### src/hdl/shfd_pkg.sv
// Types, codes and the CRC-16/MODBUS byte update for the frame decoder.
// No dependencies.
package shfd_pkg;

   localparam logic [7:0]  SYNC_FIRST  = 8'hAA;
   localparam logic [7:0]  SYNC_SECOND = 8'h55;
   localparam logic [15:0] CRC_INIT    = 16'hFFFF;
   localparam logic [15:0] CRC_POLY    = 16'hA001;
   localparam logic [8:0]  HDR_BYTES   = 9'd6;

   localparam logic KIND_PAYLOAD = 1'b0;
   localparam logic KIND_STATUS  = 1'b1;

   typedef enum logic [1:0] {
      STATUS_OK        = 2'd0,
      STATUS_BAD_SYNC  = 2'd1,
      STATUS_TRUNCATED = 2'd2,
      STATUS_CRC_BAD   = 2'd3
   } status_type;

   typedef struct packed {
      logic       item_kind;
      logic [7:0] payload_byte;
      logic [7:0] payload_index;
      status_type frame_status;
      logic [7:0] dest_addr;
      logic [7:0] source_addr;
      logic [7:0] command_code;
      logic [7:0] payload_length;
   } result_type;

   // Reflected CRC, eight bit steps unrolled.
   function automatic logic [15:0] crc_byte(input logic [15:0] crc, input logic [7:0] b);
      logic [15:0] c;
      c = crc ^ {8'h00, b};
      for (int k = 0; k < 8; k++) begin
         c = c[0] ? ((c >> 1) ^ CRC_POLY) : (c >> 1);
      end
      return c;
   endfunction

endpackage

### src/hdl/shfd_core.sv
// Frame parsing state and per-byte decode for the frame decoder.
// Depends on shfd_pkg.
module shfd_core (
   input  logic                   clock,
   input  logic                   reset,
   input  logic                   step_en,
   input  logic [7:0]             rx_byte,
   input  logic                   buffer_first,
   input  logic                   buffer_last,
   output logic                   result_valid,
   output shfd_pkg::result_type   result
);

   logic [8:0]  pos_ff, pos_in, pos_cur;
   logic [15:0] crc_ff, crc_in, crc_cur, crc_upd;
   logic [7:0]  dest_ff, dest_in, dest_cur;
   logic [7:0]  src_ff, src_in, src_cur;
   logic [7:0]  cmd_ff, cmd_in, cmd_cur;
   logic [7:0]  len_ff, len_in, len_cur;
   logic [7:0]  low_ff, low_in, low_cur;
   logic        verdict_ff, verdict_in, verdict_cur;
   logic [8:0]  pay_end;
   logic        emit_status, emit_payload;
   shfd_pkg::status_type status_code;

   always_comb begin
      pos_cur     = buffer_first ? '0 : pos_ff;
      crc_cur     = buffer_first ? shfd_pkg::CRC_INIT : crc_ff;
      dest_cur    = buffer_first ? '0 : dest_ff;
      src_cur     = buffer_first ? '0 : src_ff;
      cmd_cur     = buffer_first ? '0 : cmd_ff;
      len_cur     = buffer_first ? '0 : len_ff;
      low_cur     = buffer_first ? '0 : low_ff;
      verdict_cur = buffer_first ? 1'b0 : verdict_ff;

      pos_in = pos_cur;
      crc_in = crc_cur;
      dest_in = dest_cur;
      src_in = src_cur;
      cmd_in = cmd_cur;
      len_in = len_cur;
      low_in = low_cur;
      verdict_in = verdict_cur;

      crc_upd = shfd_pkg::crc_byte(crc_cur, rx_byte);
      pay_end = shfd_pkg::HDR_BYTES + {1'b0, len_cur};
      emit_status  = 1'b0;
      emit_payload = 1'b0;
      status_code  = shfd_pkg::STATUS_OK;

      if (!verdict_cur) begin
         pos_in = pos_cur + 9'd1;
         if (pos_cur == 9'd0 || pos_cur == 9'd1) begin
            if (rx_byte != ((pos_cur == 9'd0) ? shfd_pkg::SYNC_FIRST : shfd_pkg::SYNC_SECOND))
            begin
               emit_status = 1'b1;
               status_code = shfd_pkg::STATUS_BAD_SYNC;
            end else if (buffer_last) begin
               emit_status = 1'b1;
               status_code = shfd_pkg::STATUS_TRUNCATED;
            end
         end else if (pos_cur < shfd_pkg::HDR_BYTES) begin
            crc_in = crc_upd;
            case (pos_cur)
               9'd2:    dest_in = rx_byte;
               9'd3:    src_in  = rx_byte;
               9'd4:    cmd_in  = rx_byte;
               default: len_in  = rx_byte;
            endcase
            if (buffer_last) begin
               emit_status = 1'b1;
               status_code = shfd_pkg::STATUS_TRUNCATED;
            end
         end else if (pos_cur < pay_end) begin
            crc_in = crc_upd;
            if (buffer_last) begin
               emit_status = 1'b1;
               status_code = shfd_pkg::STATUS_TRUNCATED;
            end else begin
               emit_payload = 1'b1;
            end
         end else if (pos_cur == pay_end) begin
            low_in = rx_byte;
            if (buffer_last) begin
               emit_status = 1'b1;
               status_code = shfd_pkg::STATUS_TRUNCATED;
            end
         end else begin
            emit_status = 1'b1;
            status_code = ({rx_byte, low_cur} == crc_cur) ? shfd_pkg::STATUS_OK
                                                          : shfd_pkg::STATUS_CRC_BAD;
         end
         if (emit_status) begin
            verdict_in = 1'b1;
         end
      end

      result_valid = step_en && (emit_status || emit_payload);
      result = '0;
      if (emit_status) begin
         result.item_kind      = shfd_pkg::KIND_STATUS;
         result.frame_status   = status_code;
         result.dest_addr      = dest_in;
         result.source_addr    = src_in;
         result.command_code   = cmd_in;
         result.payload_length = len_in;
      end else begin
         result.item_kind     = shfd_pkg::KIND_PAYLOAD;
         result.payload_byte  = emit_payload ? rx_byte : 8'h00;
         result.payload_index = emit_payload ? 8'(pos_cur - shfd_pkg::HDR_BYTES) : 8'h00;
      end
   end

   always_ff @(posedge clock) begin
      if (reset) begin
         pos_ff     <= '0;
         crc_ff     <= shfd_pkg::CRC_INIT;
         dest_ff    <= '0;
         src_ff     <= '0;
         cmd_ff     <= '0;
         len_ff     <= '0;
         low_ff     <= '0;
         verdict_ff <= 1'b1;
      end else if (step_en) begin
         pos_ff     <= pos_in;
         crc_ff     <= crc_in;
         dest_ff    <= dest_in;
         src_ff     <= src_in;
         cmd_ff     <= cmd_in;
         len_ff     <= len_in;
         low_ff     <= low_in;
         verdict_ff <= verdict_in;
      end
   end

endmodule

### src/hdl/sync_header_frame_decoder_crc16.sv
// Top level of the sync-header frame decoder with CRC-16/MODBUS check.
// Depends on shfd_pkg and shfd_core.
//
// Usage:
//   req_ carries the received buffer one byte per item: tdata[7:0] the byte,
//   tuser marks the first byte of a buffer (restarts decoding), tlast the last.
//   rsp_ carries results: tuser 0 is a payload byte with its index, tuser 1 a
//   frame status (ok, bad sync, truncated, crc mismatch) with header fields.
//   An item gives zero or one result; sync, header and first CRC bytes give one
//   only on error or truncation, the last CRC byte the status, bytes after it none.
// Path: an accepted item enters the input register, then passes through decode
//   and the CRC update into the result register.
// Throughput: one item per cycle while rsp_ is not stalled; the unrolled
//   eight-step CRC update sits between the input and result registers.
// Reset: synchronous; both registers empty, decoder idle until a first byte.
// Stall: while rsp_tready is low the result holds; one more item is taken
//   into the input register, then req_tready drops until the result leaves.
module sync_header_frame_decoder_crc16 (
   input  logic        clock,
   input  logic        reset,
   input  logic        req_tvalid,
   output logic        req_tready,
   input  logic [7:0]  req_tdata,   // [7:0] rx_byte
   input  logic        req_tuser,   // buffer_first
   input  logic        req_tlast,   // buffer_last
   output logic        rsp_tvalid,
   input  logic        rsp_tready,
   output logic [55:0] rsp_tdata,   // payload_byte, payload_index, frame_status,
                                    // dest_addr, source_addr, command_code,
                                    // payload_length, zero fill
   output logic        rsp_tuser    // item_kind
);

   logic                 in_valid_ff;
   logic [7:0]           in_byte_ff;
   logic                 in_first_ff;
   logic                 in_last_ff;
   logic                 rsp_valid_ff;
   shfd_pkg::result_type rsp_ff;
   logic                 out_free;
   logic                 advance;
   logic                 core_valid;
   shfd_pkg::result_type core_result;

   assign out_free   = !rsp_valid_ff || rsp_tready;
   assign advance    = in_valid_ff && out_free;
   assign req_tready = !in_valid_ff || out_free;

   shfd_core u_core (
      .clock        (clock),
      .reset        (reset),
      .step_en      (advance),
      .rx_byte      (in_byte_ff),
      .buffer_first (in_first_ff),
      .buffer_last  (in_last_ff),
      .result_valid (core_valid),
      .result       (core_result)
   );

   always_ff @(posedge clock) begin
      if (reset) begin
         in_valid_ff  <= 1'b0;
         rsp_valid_ff <= 1'b0;
      end else begin
         if (req_tready) begin
            in_valid_ff <= req_tvalid;
         end
         if (out_free) begin
            rsp_valid_ff <= core_valid;
         end
      end
   end

   always_ff @(posedge clock) begin
      if (req_tvalid && req_tready) begin
         in_byte_ff  <= req_tdata;
         in_first_ff <= req_tuser;
         in_last_ff  <= req_tlast;
      end
      if (out_free && core_valid) begin
         rsp_ff <= core_result;
      end
   end

   assign rsp_tvalid = rsp_valid_ff;
   assign rsp_tuser  = rsp_ff.item_kind;
   assign rsp_tdata  = {6'b000000,
                        rsp_ff.payload_length,
                        rsp_ff.command_code,
                        rsp_ff.source_addr,
                        rsp_ff.dest_addr,
                        2'(rsp_ff.frame_status),
                        rsp_ff.payload_index,
                        rsp_ff.payload_byte};

endmodule

### config.mk
export PLATFORM = sky130hd
export DESIGN_NAME = sync_header_frame_decoder_crc16
export DESIGN_NICKNAME = d
export VERILOG_FILES = /design/src/hdl/shfd_pkg.sv /design/src/hdl/shfd_core.sv /design/src/hdl/sync_header_frame_decoder_crc16.sv
export SDC_FILE = /design/constraint.sdc
export NUM_CORES = 1
export LEC_CHECK = 0
export BUFFER_PORTS_ARGS = -buffer_cell sky130_fd_sc_hd__buf_2
export CAP_MARGIN = 15
export CORE_ASPECT_RATIO = 0.8
export CORE_MARGIN = 2
export CORE_UTILIZATION = 45
export CTS_CLUSTER_SIZE = 20
export DETAILED_ROUTE_END_ITERATION = 16
export GPL_TIMING_DRIVEN = 0
export PLACE_DENSITY = 0.7
export SYNTH_ARGS = -nofsm -noshare
export SYNTH_HDL_FRONTEND = slang
export SYNTH_SLANG_ARGS = --single-unit
### constraint.sdc
create_clock -name clock -period 9.9 [get_ports clock]
set_clock_uncertainty 0.1 [all_clocks]
set_input_delay 0.99 -clock clock [delete_from_list [all_inputs] [get_ports clock]]
set_output_delay 0.99 -clock clock [all_outputs]
set_load 0.005 [all_outputs]
### Yosys cells after proc, flatten, opt, wreduce, memory -nomap -nowiden

Cells that the tools add are included.
W data, S select, Z words.

* bitwise logic cells: 11
* shift-type cells: 0
* order comparisons: 2
* equality and inequality tests: 7
* reductions and logical operators: 14
* $add $sub $neg: 3
* divide/modulo/power cells: 0
* $mul: 0
* mux-type cells: 66

Operators with widths (count)
* $mux W8: 27
* $mux W16: 13
* $not A2 Y3: 8
* $eq A9 B2 Y1 const B: 2
* $mux W9: 2
* $mux W1: 17
* $eq A16 B16 Y1: 1
* $xor A16 B8 Y16: 1
* $mux W2: 7
* $add A3 B8 Y9 const A: 1
* $add A9 B1 Y9 const B: 1
* $eq A9 B1 Y1 const B: 1
* $eq A9 B3 Y1 const B: 1
* $eq A9 B9 Y1: 1
* $logic_not A9 Y1: 1
* $lt A9 B3 Y1 const B: 1
* $lt A9 B9 Y1: 1
* $ne A8 B8 Y1: 1
* $sub A8 B3 Y8 const B: 1
* $logic_and A1 B1 Y1: 4
* $logic_or A1 B1 Y1: 4
* $reduce_or A2 Y1: 2
* $reduce_or A3 Y1: 1
* $logic_not A1 Y1: 2
* $not A1 Y1: 2

* register bits: 129
* bits of input ports: 14
* memory bits (writable): 0
* memories kept: 0
* memory bits (read-only): 0
* word-level logic and storage cells: 124
* latch bits: 0
* output and inout bits: 59

### Longest topological paths before layout

Gate-level depths: netlist of the first run.

* word-level depth: 22
* depth in mapped cells: 16
* gate-level depth less buffers: 14

### Cells and area by module

Synthesis of the first run repeated with hierarchy kept, for this count alone.

* cell total of the unflattened synthesis: 631
* area, all modules: 6431.2 sq um

By module, submodules not included
* shfd_core: seq. area each 1321.3 sq um, area an instance 4441.8 sq um, times used 1, cells an instance 552
* sync_header_frame_decoder_crc16: seq. area each 1871.8 sq um, area an instance 1989.4 sq um, times used 1, cells an instance 79

### Worst setup path after synthesis of the first run

No wires, ideal clock.

* kind: register to register
* start: register in_first_ff
* end: register rsp_ff (netlist bit rsp_tdata[0]), enable pin
* buffers on the path: 6
* slack: 3.870 ns
* setup time: 0.477 ns
* stages on the path, launching flop included: 15
* clock period less this slack: 6.030 ns
* arrival time: 5.453 ns
* cells stage by stage: edfxtp_1 buf_2 buf_6 clkbuf_1 buf_1 clkbuf_1 nor2_1 ha_1 o21ai_0 a21oi_1 o211ai_1 a211oi_1 o21ai_1 clkbuf_1 a21oi_1

* longest elaborated chain between the ends: 12
* elaborated cells between the ends (all ways): 26
* those cells by class: add/sub (1); order compare (2); eq/ne (3); mux (15); reduce/logical (5)

Ends and longest elaborated chain
* from (decl): RTL line sync_header_frame_decoder_crc16.sv:36 `logic in_first_ff;`
* from (signal assigned): RTL line sync_header_frame_decoder_crc16.sv:77 `in_first_ff <= req_tuser;`
* parallel branches: the longest is 9 deep, another holds $add A3 B8 Y9
* $logic_or A1 B1 Y1 *: RTL line shfd_core.sv:98 `result_valid = step_en && (emit_status || emit_payload);`
* $logic_and A1 B1 Y1 *: RTL line shfd_core.sv:98
* $logic_and A1 B1 Y1 *: RTL line sync_header_frame_decoder_crc16.sv:80 `if (out_free && core_valid) begin`
* to (signal assigned): RTL line sync_header_frame_decoder_crc16.sv:81 `rsp_ff <= core_result;`
* to (decl): RTL line sync_header_frame_decoder_crc16.sv:39 `shfd_pkg::result_type rsp_ff;`

Every way passes the cells marked *. The select of a mux whose other input is x is not followed.
A chain may end at the register's enable or synchronous reset.

### Worst setup path in the final report of the first run

* start: register in_first_ff
* end: register rsp_ff (netlist bit rsp_tdata[10]), enable pin

Same word-level chain as after synthesis.

==> out/results.tsv, run 1 <==
stage	metric	value	unit
logic_synthesis	postSynthAreaPerCell	9.67	sq um
placement	placedCellCount	945	
critical_path	ff2ff_path_depth	15	
clock_network	postCtsSetupBuffers	0	
power	power_switching	308	uW
critical_path	cpPeakStageDelay	780	ps
critical_path	crit_slowest_cell	a21oi_4	
detailed_routing	wl_met2	8.60	mm
floorplan	coreArea	0.0144	sq mm
floorplan	dieArea	0.0158	sq mm
detailed_routing	wl_per_cell	18.6	um
layout	fin_cells	977	
floorplan	io-pin-count	73	
power	p_leak	0.00290	uW
placement	portBuffers	66	
detailed_routing	ant_nets	0	
power	p_seq_frac	0.439	
detailed_routing	routed.top_layer	met4	
critical_path	cp-start-kind	flop	
layout	final_cell_mix	nor2_1, buf_2, dfxtp_1	
critical_path	r2r_slack	4180	ps
critical_path	cp-startpoint	in_first_ff	
timing	setup_viol	0	
layout	drive_gt1_frac	0.165	
logic_synthesis	async_flop_share	0	
critical_path	critical_path.most_common_cell	clkbuf_1	
timing	drv_slew	0	
placement	dp_slack	4260	ps
clock_network	cts_made_buffers	17	
power	p_total	1310	uW
logic_synthesis	synth_top_area_frac	0.275	
global_route	grt_overflow	0	
layout	finalNetCount	808	
logic_synthesis	yosysSeqAreaShare	0.479	
status	outcome	complete, but fails checks	
critical_path	worst_ep_arrival_time	5740	ps
floorplan	num_rows	39	
logic_synthesis	ys_ff_latch	129	
detailed_routing	routed_wl	18.2	mm
floorplan	die_y	113	um
placement	place.gp.congestion	0.919	
floorplan	initial_core_util	0.463	
floorplan	fp.dieW	140	um
global_route	grt_max_degree	30	
clock_network	cts_sinks	129	
critical_path	crit_end	rsp_tdata[10]	
min_path	hold_class	reg2reg	
clock_network	cts.reportedPaths.clkPinSlew	60	ps
global_route	grt_pass1_vias	5540	
timing	fin_crit	5720	ps
clock_network	cts-hold-fix-buffers	0	
layout	largest_reg_flops	50	
power	p_per_area	166	mW/mm^2
layout	n_fill_cell	1298	
clock_network	worstSkewPairLatency	430	ps
logic_synthesis	synth_edf_count	61	
power	p_comb_frac	0.083	
logic_synthesis	yosysWarnings	0	
clock_network	clk_path_buf_depth	2	
logic_synthesis	synthCells	689	
status	violations	DRC	
timing	setup_tns	0	ps
timing	finalCritPeriodShare	0.577	
layout	final_common_cell	nor2_1	
logic_synthesis	synth.cell_area	0.00666	sq mm
clock_network	ctsResizeCount	0	
detailed_routing	wl_met1	8.19	mm
critical_path	rr_startpoint	in_first_ff	
timing	fmax	175	MHz
detailed_routing	drcViolationCount	5	
logic_synthesis	yosysTopAreaCell	edfxtp_1	
power	pwr-share-clk	0.478	
timing	tightest_slew	947	ps
clock_network	cts_tree	done	
power	swShare	0.236	
clock_network	h-tree-depth	4	
timing	relSlewSlack	0.367	
flow_run	drv_cap	0	
placement	hpwl	13.0	mm
critical_path	crit_chain	buf_2 -> buf_6 -> clkbuf_1 -> buf_1 -> clkbuf_1 -> nor2_1 -> ha_1 -> o21ai_0 -> a21oi_1 -> o211ai_1 -> a211oi_1 -> o21ai_1 -> clkbuf_1 -> a21oi_4 -> buf_16	
critical_path	crit_fanout	29	
logic_synthesis	synth.distinct_cells	62	
detailed_routing	via_per_inst	5.71	
critical_path	cp.required	9920	ps
critical_path	end_kind	flop	
logic_synthesis	yosys-top-cells-area	edfxtp_1, dfxtp_1, nor2_1, xnor2_1, a22oi_1	
logic_synthesis	synth_ff_type	dfxtp_1	
layout	finish.utilization	0.546	
timing	setup_slack	4180	ps
critical_path	critPathKind	reg2reg	
timing	rsz0062_at_grt	no	
power	power.internal	999	uW
layout	diodes	0	
layout	syn_to_final_growth	18.1	%
power	ir_worst_vdd	0.131	mV
min_path	hold_depth	2	
detailed_routing	vias	5578	
detailed_routing	first_pass_iters	11	
detailed_routing	wl_met3	1.18	mm
critical_path	r2r_end	rsp_tdata[10]	
detailed_routing	first_iter_violations	485	
global_route	grtUsageTotal	0.238	
clock_network	cts_root_buffer	clkbuf_16	
timing	hold_violations	0	
global_route	antenna_found_initial	0	
global_route	grt_pass1_wl	29.1	mm
-- final cells by class --
type | instances | area [sq um] | share of cell area
timing repair buffer | 67 | 358 | 0.0455
inverter | 7 | 26.3 | 0.00334
sequential | 129 | 3190 | 0.406
tap | 184 | 230 | 0.0293
multi-input combinational | 498 | 3180 | 0.404
clock inverter | 9 | 106 | 0.0135
buffer | 60 | 294 | 0.0374
clock buffer | 23 | 478 | 0.0608
-- cells by family after synthesis --
kind of cell	share of synthesized area
muxes	0.00639
AOI/OAI and AO/OA	0.155
buffers and inverters	0.0481
adders and majority gates	0.0263
DFF	0.479
xor gates and xnor gates	0.0813
and+or+nand+nor	0.203
other	0.000563
-- cells in the mapped netlist (all sizes together), types with 8 or more instances --
cell	n
o2bb2ai	8
nor2b	14
clkbuf	38
a21oi	57
ha	14
xor2	12
nor3	16
xnor2	39
o21bai	16
buf	22
o21ai	21
a22oi	40
nor2	121
edfxtp	61
and2	14
dfxtp	68
nand2b	15
nand2	15
nor3b	28
-- power by group through the flow --
stage | clock [uW] | combinational (uW) | sequential, uW
2_1_floorplan | 0 | 68.0 | 587
3_3_place_gp | 0 | 104 | 586
3_5_place_dp | 0 | 107 | 586
4_1_cts | 627 | 108 | 574
5_1_grt | 652 | 117 | 575
6_report | 624 | 108 | 574
-- metal layers --
| layer | vias to the layer above | track usage |
|---|---|---|
| met5 | - | 0 |
| met4 | 0 | 0.0660 |
| met3 | 22 | 0.0504 |
| met2 | 222 | 0.391 |
| met1 | 2715 | 0.322 |
| li1 | 2619 | - |
-- how the worst min path moves through the flow --
stage / end / start / slack [ps]
final: u_core.low_ff[1] / u_core.low_ff[1] / 400
after global routing: u_core.src_ff[0] / u_core.src_ff[0] / 430
after CTS: u_core.low_ff[0] / u_core.low_ff[0] / 400
after detailed placement: u_core.low_ff[0] / u_core.low_ff[0] / 390
after global placement: u_core.low_ff[0] / u_core.low_ff[0] / 380
after floorplan: u_core.low_ff[0] / u_core.low_ff[0] / 370
-- through the flow --
stage / instance area (sq um) / hold WS, ps
2_1_floorplan: 6680 / 366
3_3_place_gp: 7240 / 379
3_5_place_dp: 7280 / 390
4_1_cts: 7860 / 400
5_1_grt: 7860 / 431
6_report: 7860 / 395
-- worst max-delay path, delay by kind of cell, from the launching register on --
kind | cells | cell delay [ps]
buffers and inverters | 7 | 2490
adder cells (fa/ha/maj) | 1 | 320
AO/OA/AOI/OAI | 6 | 1950
flip-flops | 1 | 380
AND/OR/NAND/NOR | 1 | 140
Note: power is estimated with default switching activity, not from simulation.
==> run 2: changes to the inputs <==
--- a/config.mk
+++ b/config.mk
@@ -5,6 +5,7 @@
 export SDC_FILE = /design/constraint.sdc
 export NUM_CORES = 1
 export LEC_CHECK = 0
+export ABC_AREA = 1
 export BUFFER_PORTS_ARGS = -buffer_cell sky130_fd_sc_hd__buf_2
 export CAP_MARGIN = 15
 export CORE_ASPECT_RATIO = 0.8
@@ -13,7 +14,7 @@
 export CTS_CLUSTER_SIZE = 20
 export DETAILED_ROUTE_END_ITERATION = 16
 export GPL_TIMING_DRIVEN = 0
-export PLACE_DENSITY = 0.7
+export PLACE_DENSITY = 0.72
 export SYNTH_ARGS = -nofsm -noshare
 export SYNTH_HDL_FRONTEND = slang
 export SYNTH_SLANG_ARGS = --single-unit
==> constraint.sdc (replaced) <==
create_clock -name clock -period 4.99 [get_ports clock]
set_clock_uncertainty 0.1 [all_clocks]
set_input_delay 0.499 -clock clock [delete_from_list [all_inputs] [get_ports clock]]
set_output_delay 0.499 -clock clock [all_outputs]
set_load 0.005 [all_outputs]
==> run 2 against run 1 <==
- synthesized cell count rose by 36%
- core utilization decreased by 0.19 points
- worst setup slack lost 3800 ps
- the flow now finishes without violations
- first-iteration DRC count up 32%
- sequential share of layout area fell by 1.9 points
==> out/results.tsv, run 2 <==
stage	metric	value	unit	change
detailed_routing	via_per_inst	5.24		-8.2%
global_route	grt_overflow	0		unchanged
clock_network	clk_path_buf_depth	2		unchanged
placement	hpwl	14.0	mm	+8.0%
floorplan	dieArea	0.0167	sq mm	+5.6%
critical_path	r2r_slack	390	ps	-3800 ps
logic_synthesis	synthCells	935		+36%
logic_synthesis	ys_ff_latch	129		unchanged
layout	final_common_cell	nand2_1		
min_path	hp-start	req_tdata[1]		
critical_path	rr_startpoint	in_first_ff		
clock_network	cts_tree	done		
layout	n_fill_cell	1422		+9.6%
logic_synthesis	synth_top_area_frac	0.260		-0.0150
detailed_routing	wl_met2	8.25	mm	-4.1%
critical_path	crit_chain	buf_2 -> buf_2 -> clkbuf_1 -> nor2_1 -> inv_1 -> nor2_1 -> nand2_1 -> nand2_1 -> ha_1 -> nand2_1 -> nor2_1 -> nand3b_1 -> nand3_1 -> nand4_1 -> nand3_1 -> nand2_2 -> nand2_1 -> nand2_1 -> inv_2 -> buf_12		
global_route	antenna_found_initial	0		unchanged
floorplan	initial_core_util	0.465		+0.00193
detailed_routing	first_iter_violations	638		+32%
detailed_routing	wl_met3	1.80	mm	+53%
clock_network	h-tree-depth	4		unchanged
floorplan	num_rows	40		+2.6%
timing	relSlewSlack	0.506		+0.139
critical_path	cp-start-kind	flop		
logic_synthesis	synth.most_common_cell	nand2_1		
timing	setup_viol	0		unchanged
critical_path	ff2ff_path_depth	20		+5
layout	diodes	0		unchanged
placement	portBuffers	65		-1.5%
detailed_routing	vias	6533		+17%
timing	drv_slew	0		unchanged
timing	finalCritPeriodShare	0.923		+0.345
layout	syn_to_final_growth	17.2	%	
logic_synthesis	synth.cell_area	0.00705	sq mm	+5.8%
layout	finalNetCount	1052		+30%
placement	placedCellCount	1216		+29%
status	outcome	finished, final reports clean		
critical_path	critPathKind	reg2reg		
timing	whs	145	ps	-251 ps
logic_synthesis	yosysSeqAreaShare	0.453		-0.0262
detailed_routing	routed.top_layer	met4		
detailed_routing	routed_wl	19.4	mm	+6.7%
layout	drive_gt1_frac	0.138		-0.0273
critical_path	cp.required	5000	ps	-4920 ps
global_route	grt_pass1_vias	5834		+5.3%
clock_network	cts.reportedPaths.clkPinSlew	60	ps	about the same
detailed_routing	drcViolationCount	0		-5
min_path	hold_class	in2reg		
layout	fin_cells	1247		+28%
detailed_routing	first_pass_iters	5		-6
placement	place.gp.congestion	0.972		+5.9%
clock_network	cts_root_buffer	clkbuf_16		
critical_path	cp-startpoint	in_first_ff		
critical_path	r2r_end	rsp_tdata[27]		
detailed_routing	wl_met1	8.98	mm	+9.6%
power	p_leak	0.00369	uW	+27%
power	p_per_area	334	mW/mm^2	+100%
critical_path	worst_ep_arrival_time	4620	ps	-1120 ps
clock_network	cts-hold-fix-buffers	0		unchanged
clock_network	ctsResizeCount	0		unchanged
timing	rsz0062_at_grt	no		
logic_synthesis	yosysWarnings	0		unchanged
clock_network	cts_made_buffers	17		unchanged
logic_synthesis	synth_ff_type	dfxtp_1		
critical_path	critical_path.most_common_cell	nand2_1		
layout	final_cell_mix	nand2_1, nor2_1, inv_1		
timing	hold_violations	0		unchanged
min_path	whs_endpoint	in_byte_ff[1]		
layout	finish.utilization	0.544		-0.00189
min_path	hold_depth	1		-1
critical_path	crit_slowest_cell	clkbuf_1		
layout	largest_reg_flops	50		unchanged
critical_path	cpPeakStageDelay	580	ps	-200 ps
floorplan	die_y	116	um	+2.8%
timing	fin_crit	4600	ps	-1110 ps
logic_synthesis	synth_common_cells	nand2_1, nor2_1, inv_1		
logic_synthesis	postSynthAreaPerCell	7.54	sq um	-22%
clock_network	cts_sinks	129		unchanged
floorplan	fp.dieW	144	um	+2.8%
critical_path	crit_fanout	46		+59%
logic_synthesis	yosysTopAreaCell	edfxtp_1		
logic_synthesis	yosys-top-cells-area	edfxtp_1, dfxtp_1, nand2_1, nor2_1, inv_1		
detailed_routing	ant_nets	0		unchanged
logic_synthesis	synth.distinct_cells	44		-29%
timing	fmax	217	MHz	+24%
floorplan	io-pin-count	73		unchanged
floorplan	coreArea	0.0152	sq mm	+5.3%
logic_synthesis	async_flop_share	0		unchanged
timing	tightest_slew	740	ps	-207 ps
clock_network	postCtsSetupBuffers	0		unchanged
logic_synthesis	synth_edf_count	61		unchanged
clock_network	worstSkewPairLatency	430	ps	about the same
detailed_routing	wl_per_cell	15.6	um	-16%
global_route	grtUsageTotal	0.245		+0.00648
global_route	grt_max_degree	47		+57%
flow_run	drv_cap	0		unchanged
critical_path	end_kind	flop		
global_route	grt_pass1_wl	30.9	mm	+6.3%
power	ir_worst_vdd	0.240	mV	+82%
[run 2: cell types whose count changed after synthesis, sizes merged, moves of 24 or more]
cell	change
nor2	+24
nand2	+162
o21ai	+74
inv	+117
a22oi	-40
nor3b	-26
xnor2	-36
nand3	+48
[run 2: cells by family (layout without fill, tap and decap cells)]
kind of cell | count (synthesis) | in the layout | share of synthesized area
AO/OA/AOI/OAI | 186 | 186 | 0.146
XOR/XNOR | 19 | 19 | 0.0236
adder cells (fa/ha/maj) | 14 | 14 | 0.0249
buffers and inverters | 176 | 273 | 0.100
flip-flops | 129 | 129 | 0.453
other | 1 | 6 | 0.000532
AND/OR/NAND/NOR | 410 | 410 | 0.251
[run 2: stage by stage]
stage	area, sq um	TNS, ps	power [uW]	worst slack (ps)
after global placement	7650	-29230	1530	-580
after CTS	8260	0	2760	348
after detailed placement	7670	0	1530	388
final	8260	0	2760	386
after floorplan	7070	0	1430	731
after global routing	8260	0	2870	111
[run 2: how the worst max path moves through the flow]
| stage | cells past startpoint | slack [ps] | end |
|---|---|---|---|
| 2_1_floorplan | 21 | 730 | rsp_tdata[0] |
| 3_3_place_gp | 20 | -580 | rsp_tdata[20] |
| 3_5_place_dp | 22 | 390 | rsp_tdata[20] |
| 4_1_cts | 22 | 350 | rsp_tdata[4] |
| 5_1_grt | 20 | 110 | rsp_tdata[4] |
| 6_report | 20 | 390 | rsp_tdata[27] |
[run 2: power breakdown]
group	switching, uW	internal, uW
combinational	223	101
sequential	29.3	1160
clock	506	736
[run 2: area by class of cell]
class	instances	area, sq um	area share
multi-input cells	635	3160	0.383
repair buffers	66	345	0.0418
plain buffers	48	228	0.0276
inverters	127	477	0.0577
clock inverters	12	118	0.0142
flip-flops and latches	129	3190	0.387
well taps	210	263	0.0318
clock buffers	20	468	0.0567
[run 2: layer usage]
metal  track usage  up-vias
met2         0.372      279
met4        0.0791        0
met3        0.0736       30
met5             0        -
met1         0.335     2985
li1              -     3239
[run 2: critical path: cells and delay by family (launching register included)]
| family | cells | cell delay, ps |
|---|---|---|
| buffers and inverters | 6 | 1810 |
| flip-flops | 1 | 510 |
| adder cells (fa/ha/maj) | 1 | 280 |
| AND/OR/NAND/NOR | 13 | 1560 |
